===== config.mk =====
export PLATFORM = sky130hd
export DESIGN_NAME = presence_debounce_reporter_flat
export DESIGN_NICKNAME = d
export VERILOG_FILES = /design/src/pdr_pkg.sv /design/src/pdr_ifs.sv /design/src/presence_debounce_reporter.sv /design/src/flat_wrapper.sv
export SDC_FILE = /design/constraint.sdc
export NUM_CORES = 1
export LEC_CHECK = 0
export BUFFER_PORTS_ARGS = -buffer_cell sky130_fd_sc_hd__clkbuf_2
export CAP_MARGIN = 15
export CORE_AREA = 10 10 215 217
export CTS_CLUSTER_DIAMETER = 60
export DETAILED_ROUTE_END_ITERATION = 10
export DIE_AREA = 0 0 225 227
export PLACE_DENSITY = 0.81
export SETUP_SLACK_MARGIN = 0.4
export SLEW_MARGIN = 20
export SYNTH_ARGS = -nofsm -noshare
export SYNTH_HDL_FRONTEND = slang
export SYNTH_SLANG_ARGS = --single-unit

===== constraint.sdc =====
create_clock -name clk -period 11.5 [get_ports clk]
set_input_delay 0.575 -clock clk [delete_from_list [all_inputs] [get_ports clk]]
set_output_delay 0.575 -clock clk [all_outputs]
set_load 0.05 [all_outputs]

===== src/pdr_pkg.sv =====
// Shared constants for the presence debounce reporter.
package pdr_pkg;

  localparam int TIME_WIDTH_DEF  = 32;
  localparam int RANGE_WIDTH_DEF = 16;

  localparam int CFG_IDX_W  = 4;
  localparam int CFG_DATA_W = 16;

  // Register indexes on the configuration channel.
  localparam logic [CFG_IDX_W-1:0] REG_ENTER_DELAY  = 4'd0;
  localparam logic [CFG_IDX_W-1:0] REG_LEAVE_DELAY  = 4'd1;
  localparam logic [CFG_IDX_W-1:0] REG_RANGE_PERIOD = 4'd2;
  localparam logic [CFG_IDX_W-1:0] REG_HB_PERIOD    = 4'd3;

  // Register values after reset.
  localparam logic [CFG_DATA_W-1:0] ENTER_DELAY_RST  = 16'd200;
  localparam logic [CFG_DATA_W-1:0] LEAVE_DELAY_RST  = 16'd100;
  localparam logic [CFG_DATA_W-1:0] RANGE_PERIOD_RST = 16'd200;
  localparam logic [CFG_DATA_W-1:0] HB_PERIOD_RST    = 16'd200;

  // Event kinds carried on the result channel.
  localparam logic [1:0] EV_ENTER     = 2'd0;
  localparam logic [1:0] EV_LEAVE     = 2'd1;
  localparam logic [1:0] EV_RANGE     = 2'd2;
  localparam logic [1:0] EV_HEARTBEAT = 2'd3;

endpackage


===== src/pdr_ifs.sv =====
// Channel interfaces of the presence debounce reporter: samples, events, configuration.
interface pdr_in_if #(
  parameter int TIME_WIDTH  = pdr_pkg::TIME_WIDTH_DEF,
  parameter int RANGE_WIDTH = pdr_pkg::RANGE_WIDTH_DEF
);
  logic                   valid;
  logic                   ready;
  logic                   sensor_present;
  logic [RANGE_WIDTH-1:0] dist_cm;
  logic [TIME_WIDTH-1:0]  now_ms;

  modport source (output valid, sensor_present, dist_cm, now_ms, input ready);
  modport sink   (input valid, sensor_present, dist_cm, now_ms, output ready);
endinterface

interface pdr_out_if #(
  parameter int TIME_WIDTH  = pdr_pkg::TIME_WIDTH_DEF,
  parameter int RANGE_WIDTH = pdr_pkg::RANGE_WIDTH_DEF
);
  logic                   valid;
  logic                   ready;
  logic [1:0]             event_kind;
  logic                   present;
  logic [RANGE_WIDTH-1:0] event_range_cm;
  logic [TIME_WIDTH-1:0]  hold_ms;
  logic                   is_last;

  modport source (output valid, event_kind, present, event_range_cm, hold_ms, is_last,
                  input ready);
  modport sink   (input valid, event_kind, present, event_range_cm, hold_ms, is_last,
                  output ready);
endinterface

interface pdr_cfg_if;
  logic                             valid;
  logic                             ready;
  logic [pdr_pkg::CFG_IDX_W-1:0]    idx;
  logic [pdr_pkg::CFG_DATA_W-1:0]   data;

  modport source (output valid, idx, data, input ready);
  modport sink   (input valid, idx, data, output ready);
endinterface


===== src/presence_debounce_reporter.sv =====
// Top level of the presence debounce reporter: debouncer, range updates and heartbeat.
//
// Usage. Each transfer on in_ch is one radar sample (flag, range, timestamp).
// Every sample yields zero, one or two transfers on out_ch: at most one of
// enter, leave or range update first, then at most one heartbeat; is_last marks
// the final event of a sample. cfg_ch writes the four delay and period
// registers; it is ready whenever reset is released. They must be written only
// while the block is idle; the block itself does not enforce this.
// A taken sample is registered in the input stage and evaluated from there; its
// events are written into the result queue that drives out_ch once they fit.
// Throughput: one sample per cycle while each sample gives at most one event
// and the receiver does not stall; a sample with two events needs two output
// transfers, so the one output transfer per cycle of the two-entry result
// queue sets the rate there.
// Reset (rst_n low at a clock edge) empties the input stage and the result
// queue, sets the debouncer to clear, zeroes all timestamps, forgets the last
// reported range and loads the register defaults. When the receiver stalls,
// results wait in the queue; the input stage still takes a sample as long as
// its events fit in the queue, otherwise in_ch.ready drops.
module presence_debounce_reporter #(
  parameter int TIME_WIDTH  = pdr_pkg::TIME_WIDTH_DEF,
  parameter int RANGE_WIDTH = pdr_pkg::RANGE_WIDTH_DEF
) (
  input  logic    clk,
  input  logic    rst_n,
  pdr_in_if.sink  in_ch,
  pdr_out_if.source out_ch,
  pdr_cfg_if.sink cfg_ch
);
  import pdr_pkg::*;

  // Debouncer states; bit 1 set means presence is confirmed.
  localparam logic [1:0] ST_CLEAR       = 2'd0;
  localparam logic [1:0] ST_MAYBE_ENTER = 2'd1;
  localparam logic [1:0] ST_PRESENT     = 2'd2;
  localparam logic [1:0] ST_MAYBE_LEAVE = 2'd3;

  typedef struct packed {
    logic [1:0]             kind;
    logic                   present;
    logic [RANGE_WIDTH-1:0] dist_cm;
    logic [TIME_WIDTH-1:0]  hold_ms;
    logic                   is_last;
  } result_t;

  // Configuration registers. The channel never stalls outside reset.
  logic [CFG_DATA_W-1:0] enter_delay_r, leave_delay_r, range_period_r, hb_period_r;

  assign cfg_ch.ready = rst_n;

  always_ff @(posedge clk) begin
    if (!rst_n) begin
      enter_delay_r  <= ENTER_DELAY_RST;
      leave_delay_r  <= LEAVE_DELAY_RST;
      range_period_r <= RANGE_PERIOD_RST;
      hb_period_r    <= HB_PERIOD_RST;
    end else if (cfg_ch.valid) begin
      case (cfg_ch.idx)
        REG_ENTER_DELAY:  enter_delay_r  <= cfg_ch.data;
        REG_LEAVE_DELAY:  leave_delay_r  <= cfg_ch.data;
        REG_RANGE_PERIOD: range_period_r <= cfg_ch.data;
        REG_HB_PERIOD:    hb_period_r    <= cfg_ch.data;
        default: ;
      endcase
    end
  end

  // Input stage: one registered sample waiting to be evaluated.
  logic                   s1_valid_r;
  logic                   s1_flag_r;
  logic [RANGE_WIDTH-1:0] s1_range_r;
  logic [TIME_WIDTH-1:0]  s1_now_r;

  // Debouncer and reporting state.
  logic [1:0]             st_r, st_nxt;
  logic [TIME_WIDTH-1:0]  cand_start_r, cand_start_nxt;
  logic [TIME_WIDTH-1:0]  state_start_r, state_start_nxt;
  logic [TIME_WIDTH-1:0]  last_hb_r, last_hb_nxt;
  logic [TIME_WIDTH-1:0]  last_emit_r, last_emit_nxt;
  logic                   last_rng_vld_r, last_rng_vld_nxt;
  logic [RANGE_WIDTH-1:0] last_rng_r, last_rng_nxt;

  // Result queue, entry 0 is the head.
  result_t    q_r [2];
  result_t    q_nxt [2];
  logic [1:0] cnt_r, cnt_nxt;

  logic       pop;
  logic [1:0] rem;
  logic [1:0] n_res;
  logic       process;

  logic                  raw;
  logic [TIME_WIDTH-1:0] el_cand, el_state, el_emit, el_hb_now, hold_new;
  logic                  ev_vld, hb_vld;
  result_t               ev, hb, r0, r1;

  assign pop = out_ch.valid && out_ch.ready;
  assign rem = cnt_r - {1'b0, pop};

  // All elapsed times wrap with the timestamp width.
  assign raw      = s1_flag_r || (s1_range_r != '0);
  assign el_cand  = s1_now_r - cand_start_r;
  assign el_state = s1_now_r - state_start_r;
  assign el_emit  = s1_now_r - last_emit_r;
  assign el_hb_now = s1_now_r - last_hb_r;

  // Debouncer step: at most one event, plus the updated state.
  always_comb begin
    st_nxt           = st_r;
    cand_start_nxt   = cand_start_r;
    state_start_nxt  = state_start_r;
    last_emit_nxt    = last_emit_r;
    last_rng_vld_nxt = last_rng_vld_r;
    last_rng_nxt     = last_rng_r;
    ev_vld           = 1'b0;
    ev               = '0;
    case (st_r)
      ST_CLEAR: begin
        if (raw) begin
          st_nxt         = ST_MAYBE_ENTER;
          cand_start_nxt = s1_now_r;
        end
      end
      ST_MAYBE_ENTER: begin
        if (!raw) begin
          st_nxt = ST_CLEAR;
        end else if (el_cand >= TIME_WIDTH'(enter_delay_r)) begin
          st_nxt           = ST_PRESENT;
          state_start_nxt  = s1_now_r;
          last_rng_vld_nxt = 1'b1;
          last_rng_nxt     = s1_range_r;
          last_emit_nxt    = s1_now_r;
          ev_vld           = 1'b1;
          ev.kind          = EV_ENTER;
          ev.present       = 1'b1;
          ev.dist_cm       = s1_range_r;
        end
      end
      ST_PRESENT: begin
        if (!raw) begin
          st_nxt         = ST_MAYBE_LEAVE;
          cand_start_nxt = s1_now_r;
        end else if ((s1_range_r != '0)
                     && (!last_rng_vld_r || (s1_range_r != last_rng_r))
                     && (el_emit >= TIME_WIDTH'(range_period_r))) begin
          last_emit_nxt    = s1_now_r;
          last_rng_vld_nxt = 1'b1;
          last_rng_nxt     = s1_range_r;
          ev_vld           = 1'b1;
          ev.kind          = EV_RANGE;
          ev.present       = 1'b1;
          ev.dist_cm       = s1_range_r;
          ev.hold_ms       = el_state;
        end
      end
      default: begin
        if (raw) begin
          st_nxt = ST_PRESENT;
        end else if (el_cand >= TIME_WIDTH'(leave_delay_r)) begin
          st_nxt           = ST_CLEAR;
          state_start_nxt  = s1_now_r;
          last_rng_vld_nxt = 1'b0;
          last_rng_nxt     = '0;
          ev_vld           = 1'b1;
          ev.kind          = EV_LEAVE;
          ev.hold_ms       = el_state;
        end
      end
    endcase
  end

  // The heartbeat sees the state after the debouncer step.
  assign hold_new    = s1_now_r - state_start_nxt;
  assign hb_vld      = el_hb_now >= TIME_WIDTH'(hb_period_r);
  assign last_hb_nxt = hb_vld ? s1_now_r : last_hb_r;

  always_comb begin
    hb          = '0;
    hb.kind     = EV_HEARTBEAT;
    hb.present  = st_nxt[1];
    hb.dist_cm  = s1_range_r;
    hb.hold_ms  = hold_new;
    hb.is_last  = 1'b1;
    r0          = ev_vld ? ev : hb;
    r0.is_last  = !(ev_vld && hb_vld);
    r1          = hb;
  end

  assign n_res = {1'b0, ev_vld} + {1'b0, hb_vld};

  // A sample is evaluated only when all of its events fit in the queue.
  assign process = s1_valid_r && (({1'b0, rem} + {1'b0, n_res}) <= 3'd2);
  assign in_ch.ready = rst_n && (!s1_valid_r || process);

  always_comb begin
    q_nxt[0] = pop ? q_r[1] : q_r[0];
    q_nxt[1] = q_r[1];
    cnt_nxt  = rem;
    if (process) begin
      cnt_nxt = rem + n_res;
      case (rem)
        2'd0: begin
          q_nxt[0] = r0;
          q_nxt[1] = r1;
        end
        2'd1: q_nxt[1] = r0;
        default: ;
      endcase
    end
  end

  always_ff @(posedge clk) begin
    if (!rst_n) begin
      s1_valid_r <= 1'b0;
    end else if (in_ch.ready) begin
      s1_valid_r <= in_ch.valid;
    end
  end

  always_ff @(posedge clk) begin
    if (in_ch.valid && in_ch.ready) begin
      s1_flag_r  <= in_ch.sensor_present;
      s1_range_r <= in_ch.dist_cm;
      s1_now_r   <= in_ch.now_ms;
    end
  end

  always_ff @(posedge clk) begin
    if (!rst_n) begin
      st_r           <= ST_CLEAR;
      cand_start_r   <= '0;
      state_start_r  <= '0;
      last_hb_r      <= '0;
      last_emit_r    <= '0;
      last_rng_vld_r <= 1'b0;
      last_rng_r     <= '0;
    end else if (process) begin
      st_r           <= st_nxt;
      cand_start_r   <= cand_start_nxt;
      state_start_r  <= state_start_nxt;
      last_hb_r      <= last_hb_nxt;
      last_emit_r    <= last_emit_nxt;
      last_rng_vld_r <= last_rng_vld_nxt;
      last_rng_r     <= last_rng_nxt;
    end
  end

  always_ff @(posedge clk) begin
    if (!rst_n) begin
      cnt_r <= 2'd0;
    end else begin
      cnt_r <= cnt_nxt;
    end
  end

  always_ff @(posedge clk) begin
    q_r[0] <= q_nxt[0];
    q_r[1] <= q_nxt[1];
  end

  assign out_ch.valid          = cnt_r != 2'd0;
  assign out_ch.event_kind     = q_r[0].kind;
  assign out_ch.present        = q_r[0].present;
  assign out_ch.event_range_cm = q_r[0].dist_cm;
  assign out_ch.hold_ms        = q_r[0].hold_ms;
  assign out_ch.is_last        = q_r[0].is_last;

  // The queue never holds more than two events.
  a_cnt_bound: assert property (@(posedge clk) disable iff (!rst_n)
    cnt_r != 2'd3)
    else $error("result queue count out of range");

  // With two events queued, the second one always closes a sample.
  a_tail_last: assert property (@(posedge clk) disable iff (!rst_n)
    (cnt_r == 2'd2) |-> q_r[1].is_last)
    else $error("queue tail is not the last event of a sample");

  // An evaluated sample with events makes the output valid next cycle.
  a_push_shows: assert property (@(posedge clk) disable iff (!rst_n)
    (process && (n_res != 2'd0)) |=> out_ch.valid)
    else $error("events of an evaluated sample were lost");

  // From clear the debouncer can only stay or become a candidate.
  a_clear_step: assert property (@(posedge clk) disable iff (!rst_n)
    (st_r == ST_CLEAR) |=> (st_r == ST_CLEAR || st_r == ST_MAYBE_ENTER))
    else $error("illegal debouncer step out of clear");

  // A sample that cannot be evaluated blocks the input channel.
  a_stall_in: assert property (@(posedge clk) disable iff (!rst_n)
    (s1_valid_r && !process) |-> !in_ch.ready)
    else $error("input taken while the stage is blocked");

endmodule


===== src/flat_wrapper.sv =====
// flat-port wrapper written by rule: the top's interface ports become plain ports
module presence_debounce_reporter_flat import pdr_pkg::*;
#(
  parameter int TIME_WIDTH  = pdr_pkg::TIME_WIDTH_DEF,
  parameter int RANGE_WIDTH = pdr_pkg::RANGE_WIDTH_DEF
)
  (clk, rst_n, in_ch_valid, in_ch_sensor_present, in_ch_dist_cm, in_ch_now_ms, in_ch_ready, out_ch_valid, out_ch_event_kind, out_ch_present, out_ch_event_range_cm, out_ch_hold_ms, out_ch_is_last, out_ch_ready, cfg_ch_valid, cfg_ch_idx, cfg_ch_data, cfg_ch_ready);
  pdr_in_if #(.TIME_WIDTH(TIME_WIDTH), .RANGE_WIDTH(RANGE_WIDTH)) in_ch_i ();
  pdr_out_if #(.TIME_WIDTH(TIME_WIDTH), .RANGE_WIDTH(RANGE_WIDTH)) out_ch_i ();
  pdr_cfg_if cfg_ch_i ();
  input  logic clk;
  input  logic rst_n;
  input wire logic [$bits(in_ch_i.valid)-1:0] in_ch_valid;
  input wire logic [$bits(in_ch_i.sensor_present)-1:0] in_ch_sensor_present;
  input wire logic [$bits(in_ch_i.dist_cm)-1:0] in_ch_dist_cm;
  input wire logic [$bits(in_ch_i.now_ms)-1:0] in_ch_now_ms;
  output wire logic [$bits(in_ch_i.ready)-1:0] in_ch_ready;
  output wire logic [$bits(out_ch_i.valid)-1:0] out_ch_valid;
  output wire logic [$bits(out_ch_i.event_kind)-1:0] out_ch_event_kind;
  output wire logic [$bits(out_ch_i.present)-1:0] out_ch_present;
  output wire logic [$bits(out_ch_i.event_range_cm)-1:0] out_ch_event_range_cm;
  output wire logic [$bits(out_ch_i.hold_ms)-1:0] out_ch_hold_ms;
  output wire logic [$bits(out_ch_i.is_last)-1:0] out_ch_is_last;
  input wire logic [$bits(out_ch_i.ready)-1:0] out_ch_ready;
  input wire logic [$bits(cfg_ch_i.valid)-1:0] cfg_ch_valid;
  input wire logic [$bits(cfg_ch_i.idx)-1:0] cfg_ch_idx;
  input wire logic [$bits(cfg_ch_i.data)-1:0] cfg_ch_data;
  output wire logic [$bits(cfg_ch_i.ready)-1:0] cfg_ch_ready;
  assign in_ch_i.valid = in_ch_valid;
  assign in_ch_i.sensor_present = in_ch_sensor_present;
  assign in_ch_i.dist_cm = in_ch_dist_cm;
  assign in_ch_i.now_ms = in_ch_now_ms;
  assign in_ch_ready = in_ch_i.ready;
  assign out_ch_valid = out_ch_i.valid;
  assign out_ch_event_kind = out_ch_i.event_kind;
  assign out_ch_present = out_ch_i.present;
  assign out_ch_event_range_cm = out_ch_i.event_range_cm;
  assign out_ch_hold_ms = out_ch_i.hold_ms;
  assign out_ch_is_last = out_ch_i.is_last;
  assign out_ch_i.ready = out_ch_ready;
  assign cfg_ch_i.valid = cfg_ch_valid;
  assign cfg_ch_i.idx = cfg_ch_idx;
  assign cfg_ch_i.data = cfg_ch_data;
  assign cfg_ch_ready = cfg_ch_i.ready;
  presence_debounce_reporter #(.TIME_WIDTH(TIME_WIDTH), .RANGE_WIDTH(RANGE_WIDTH)) u_core (.clk(clk), .rst_n(rst_n), .in_ch(in_ch_i), .out_ch(out_ch_i), .cfg_ch(cfg_ch_i));
endmodule

==> After elaboration in Yosys (flattened, before gate mapping) <==
Memory sizes are Yosys's and may differ from the RTL's.
Cells that the tools add are included.
{ "word_totals": {"mem_count": 1, "ff_bits": 263, "in_bits": 74, "ram_bits": 104, "out_inout_bits": 55} }
{ "mem_list": {"columns": ["name", "words", "width", "rd", "rd_ports_with_merged_regs", "write_ports", "line", "text"], "rows": [
  ["u_core.q_r", 2, 52, 2, 0, 2, "presence_debounce_reporter.sv:84", "result_t q_r [2];"]
]} }
{ "classes": {"n_lt_le_gt_ge": 5, "reduce_logical": 33, "bitwise_logic": 1, "n_addsub": 9, "mux": 58, "eq_ne": 15} }
{ "op_table": {"columns": ["cell", "n"], "rows": [
  ["two-way mux 32 bit", 12],
  ["case mux 32 bit (2 select lines)", 4],
  ["subtractor 32 bit", 5],
  ["two-way mux 52 bit", 3],
  ["greater-or-equal comparator 32 x 16 -> 1 bit", 4],
  ["two-way mux 104 bit", 1],
  ["case mux 52 bit (2 select lines)", 1],
  ["two-way mux 51 bit", 2],
  ["two-way mux 16 bit", 6],
  ["case mux 16 bit (3 select lines)", 1],
  ["two-way mux 17 bit", 2],
  ["case mux 17 bit (2 select lines)", 1],
  ["inequality test 16 bit", 1],
  ["nonzero test 16 bit", 1],
  ["two-way mux 1 bit", 14],
  ["two-way mux 2 bit", 7],
  ["case mux 2 bit (3 select lines)", 2],
  ["inequality test 2 x 1 -> 1 bit, second input constant", 5],
  ["AND reduction 2 bit", 5],
  ["== test 4 x 2 -> 1 bit, second input constant", 2],
  ["AND reduction 8 bit", 1],
  ["logical AND 1 bit", 7],
  ["inequality test 3 bit, second input constant", 2],
  ["case mux 1 bit (3 select lines)", 2],
  ["other kinds (21)", 30]
]} }

==> Longest topological paths before layout <==
{ "depth": {"depth_word": 14, "depth_mapped": 37} }

==> Worst setup path before layout <==
OpenSTA, ideal clock, no wires.
{ "synth_path": {"kind": "reg2reg", "start": "register u_core.s1_now_r[0]", "end": "memory u_core.q_r[0][25] in the netlist's numbering", "path_buffers": 1, "path_stages_with_launch": 32, "slack_ps": 2166, "setup_ps": 132, "required_time_ps": 11368, "t_arrival_ps": 9201, "path_cell_list": "edfxtp_1 inv_1 ha_1 inv_1 fa_1 a211oi_1 o211ai_1 a32oi_1 or2b_1 a21oi_1 xnor2_1 ha_1 and4_1 a221oi_1 nand3_1 a21oi_1 nor4b_1 nand4_1 nor4_4 o2bb2ai_2 nor2_8 inv_4 ha_1 ha_1 fa_1 a21oi_1 nand2_1 nor2_1 nand2_1 clkbuf_1 a221oi_1 a21oi_1"} }
{ "synth_lines": {"columns": ["element", "line", "text"], "rows": [
  ["start: declaration", "presence_debounce_reporter.sv:72", "logic [TIME_WIDTH-1:0] s1_now_r;"],
  ["start signal: assignment", "presence_debounce_reporter.sv:225", "s1_now_r <= in_ch.now_ms;"],
  ["end: declaration", "presence_debounce_reporter.sv:84", null]
]} }

==> results by group <==
Worst hold path
  – Worst Hold Class: in -> reg
  – HP Start: in_ch_dist_cm[10]

Global routing
  – Antenna violations before repair: 1
  – Largest net degree at the start of global routing: around 110
  – First-pass GRT wire length: about 120000 um
  – Remaining Overflow, GRT: 0
  – Global router's overall resource usage: ~29%
  – Vias in the first global route: 22400

Clocking
  – CTS Sinks: ~370
  – CTS tree: yes
  – CTS H-tree depth: 2
  – Hold-fix buffers at CTS: 0
  – CTS buffer count: 45
  – Reg clk slew, reported paths: 0.06 ns
  – Setup bufs post-CTS: 0
  – CTS Root Cell: clkbuf_16
  – Gates resized, CTS repair: 0
  – Clock Latency Late Sink: approximately 0.6 ns
  – Bufs on Longest Clock Path: 3

Placed design
  – DP Area: approximately 27000 sq um
  – GP Congestion: between 0.9 and 1
  – Inst Count DP: roughly 3600
  – Dpl hpwl: roughly 56000 um
  – Port bufs: between 100 and 150

Floorplanning
  – Die ar.: just over 50000 sq um
  – Initial Utilization: 62.4%
  – I/O pins: approximately 130
  – Core area: 41800 sq um
  – Chip height: around 230 um
  – Die W: between 200 and 250 um
  – Rows: 75

Worst setup path
  – Worst setup startpoint: u_core.s1_now_r[1]
  – CP Launch Type: flop
  – Slowest cell on crit path: edfxtp_1
  – Slowest stage delay, CP: 0.77 ns
  – Arrival time worst endpoint: ~10 ns
  – Req. time, crit path: roughly 12 ns
  – Reg2Reg Setup Slack: roughly 1.4 ns
  – Reg2reg start: u_core.s1_now_r[1]
  – Worst-path maximum fanout: 18
  – CP Class: reg -> reg
  – Crit path max-delay family: compound AO/OA/AOI/OAI gates
  – CP Capture Type: flop
  – Critical path buffers and inverters: 1

Logic synthesis
  – Syn avg cell area: 8.40 sq um
  – Sequential area share after synthesis: 32.1%
  – Asr flop ratio synth: 0%
  – Synth Instances: around 3100
  – Main synth FF type: dfxtp_1
  – Mapped Nets: around 3400
  – Cell Area, Synth: ~26000 sq um
  – Seq cells post-synth: 367
  – Synth Warn #: 0
  – Dominant cells by area after synthesis: dfxtp_1, edfxtp_1, ha_1, nand2_1, o21ai_0
  – EDFF count, synth: slightly above 100
  – Post-synth top area cell: dfxtp_1
  – Netlist cell types: 100
  – Post-synth top area share: 20.4%

STA
  – Slew headroom: roughly 37%
  – Unrepaired setup endpoints after global routing: false
  – Final critical-path share of the clock period: about nine tenths
  – Crit path time final: a little over 10 ns
  – Tightest Pin Transition: approximately 0.94 ns
  – Setup TNS: 0 ns
  – Endpoints failing setup: 0
  – Setup Skew: slightly below 0.04 ns
  – Max Fclk: 98.8 MHz
  – Final hold vios: 0
  – Slew Viols, Final: 0

Detailed routing
  – Detailed Routing Iterations Pass 1: 6
  – Routed wire length: roughly 76000 um
  – Routed vias/inst: between 6 and 7
  – Detail Route Antenna Nets: 0
  – Top layer in use: met4
  – WL met2: 35800 um
  – Iter 0 DRT Violations: between 2000 and 3000
  – Via Count: 23300
  – Met3 WL: roughly 5600 um
  – DR WL/cell: between 20 and 25 um
  – Met1 WL: about 32000 um
  – Residual DRC: 0

Power
  – PwrDens: 273 nW/um^2
  – Power, Total: between 7 and 8 mW
  – P_leak: approximately 11 nW
  – Sequential power share: between 20% and 30%
  – Clock power frac: 18.8%
  – Worst VDD drop: between 0.15 and 0.2 mV
  – Int Power: roughly 4 mW
  – Sw power: 3.62 mW
  – Comb pwr share: between 50% and 60%
  – Switching share of power: 46.9%

Layout
  – P&R area growth vs syn: 8.35%
  – Post-route insts no fill: 3709
  – Most common cell after layout, fill and taps aside: nand2_1
  – Most frequent cells in the layout: nand2_1, dfxtp_1, inv_1, ha_1, o21ai_0
  – Share of layout cells above drive strength 1: about a tenth
  – FILL cells: between 3000 and 4000
  – Nets: 3439
  – Cell area after layout: ~28000 sq um

Run
  – Max Cap Violations: 0

Status
  – Run status: finished clean
==> registers in the layout, summed over array words and instances (netlist names), 16 cells and up <==
register               cells
u_core.cand_start_r       32
u_core.enter_delay_r      16
u_core.hb_period_r        16
u_core.last_emit_r        32
u_core.last_hb_r          32
u_core.last_rng_r         16
u_core.leave_delay_r      16
u_core.q_r               104
u_core.range_period_r     16
u_core.s1_now_r           32
u_core.s1_range_r         16
u_core.state_start_r      32
==> cell families after synthesis <==
logic type / after synthesis / share of synthesized area [%]
adder cells (fa/ha/maj): 232 / 11.3
XOR/XNOR: 134 / 4.50
multiplexers: 98 / 3.78
AND/OR/NAND/NOR: 913 / 16.6
flip-flops: 367 / 32.1
AO/OA/AOI/OAI: 944 / 24.6
buffers and inverters: 417 / 7.14
==> power groups by stage <==
stage	clock network [mW]	registers, mW	logic [mW]
CTS	1.47	1.91	4.29
global placement	0	1.91	4.15
detailed placement	0	1.93	4.26
floorplan	0	1.90	3.32
global route	1.52	1.94	4.75
finish	1.46	1.91	4.36
==> worst register-to-register path, delay by kind of cell, from the launching register on <==
kind	cells	cell delay [ns]
fa+ha+maj	3	0.96
simple gates	7	1.45
buf+inv	1	0.18
compound gates	20	6.10
flops	1	0.77
xor+xnor	2	0.40
==> layer usage <==
| layer | vias to the layer above | track usage, % |
|---|---|---|
| met1 | 11100 | 36.5 |
| li1 | 11100 | - |
| met4 | 0 | 10.2 |
| met5 | - | 0 |
| met2 | 907 | 48.5 |
| met3 | 165 | 4.71 |
==> path summary, 6_finish.rpt <==
path | end | cells after the start
max | u_core.q_r[0][84] | 33
min | u_core.s1_range_r[10] | 1
max reg2reg | u_core.q_r[0][84] | 33
min reg2reg | u_core.cand_start_r[8] | 2
==> synthesized netlist by cell type (28+ instances only) <==
master,instances
a211oi_1,30
a21boi_0,129
a21o_1,69
a21oi_1,185
and2_1,36
buf_4,57
clkbuf_1,93
dfxtp_1,266
edfxtp_1,101
ha_1,226
inv_1,230
mux2i_1,95
nand2_1,398
nand3_1,98
nand4_1,28
nor2_1,129
nor2b_1,75
nor3_1,40
o211ai_1,42
o21a_1,34
o21ai_0,205
xnor2_1,102
xor2_1,32
==> final cells by class <==
class / count / area (sq um) / area share (%)
multi-input cells: 2321 / 15900 / 56.3
flip-flops and latches: 367 / 8360 / 29.6
clock buffers: 56 / 1250 / 4.42
repair buffers: 166 / 932 / 3.30
inverters: 232 / 873 / 3.09
well taps: 539 / 674 / 2.39
clock inverters: 27 / 265 / 0.939
diodes: 1 / 2.50 / 0.00886
==> stage by stage <==
| stage | util, % | hold slack, ns | setup WS [ns] |
|---|---|---|---|
| 2_1_floorplan | - | 0.443 | 2.17 |
| 3_3_place_gp | 64.0 | 0.451 | 1.90 |
| 3_5_place_dp | 64.0 | 0.461 | 1.64 |
| 4_1_cts | 67.6 | 0.128 | 1.57 |
| 5_1_grt | 67.7 | 0.139 | 0.799 |
| 6_report | 67.7 | 0.142 | 1.37 |
No activity file was read; power rests on OpenSTA's default activity.
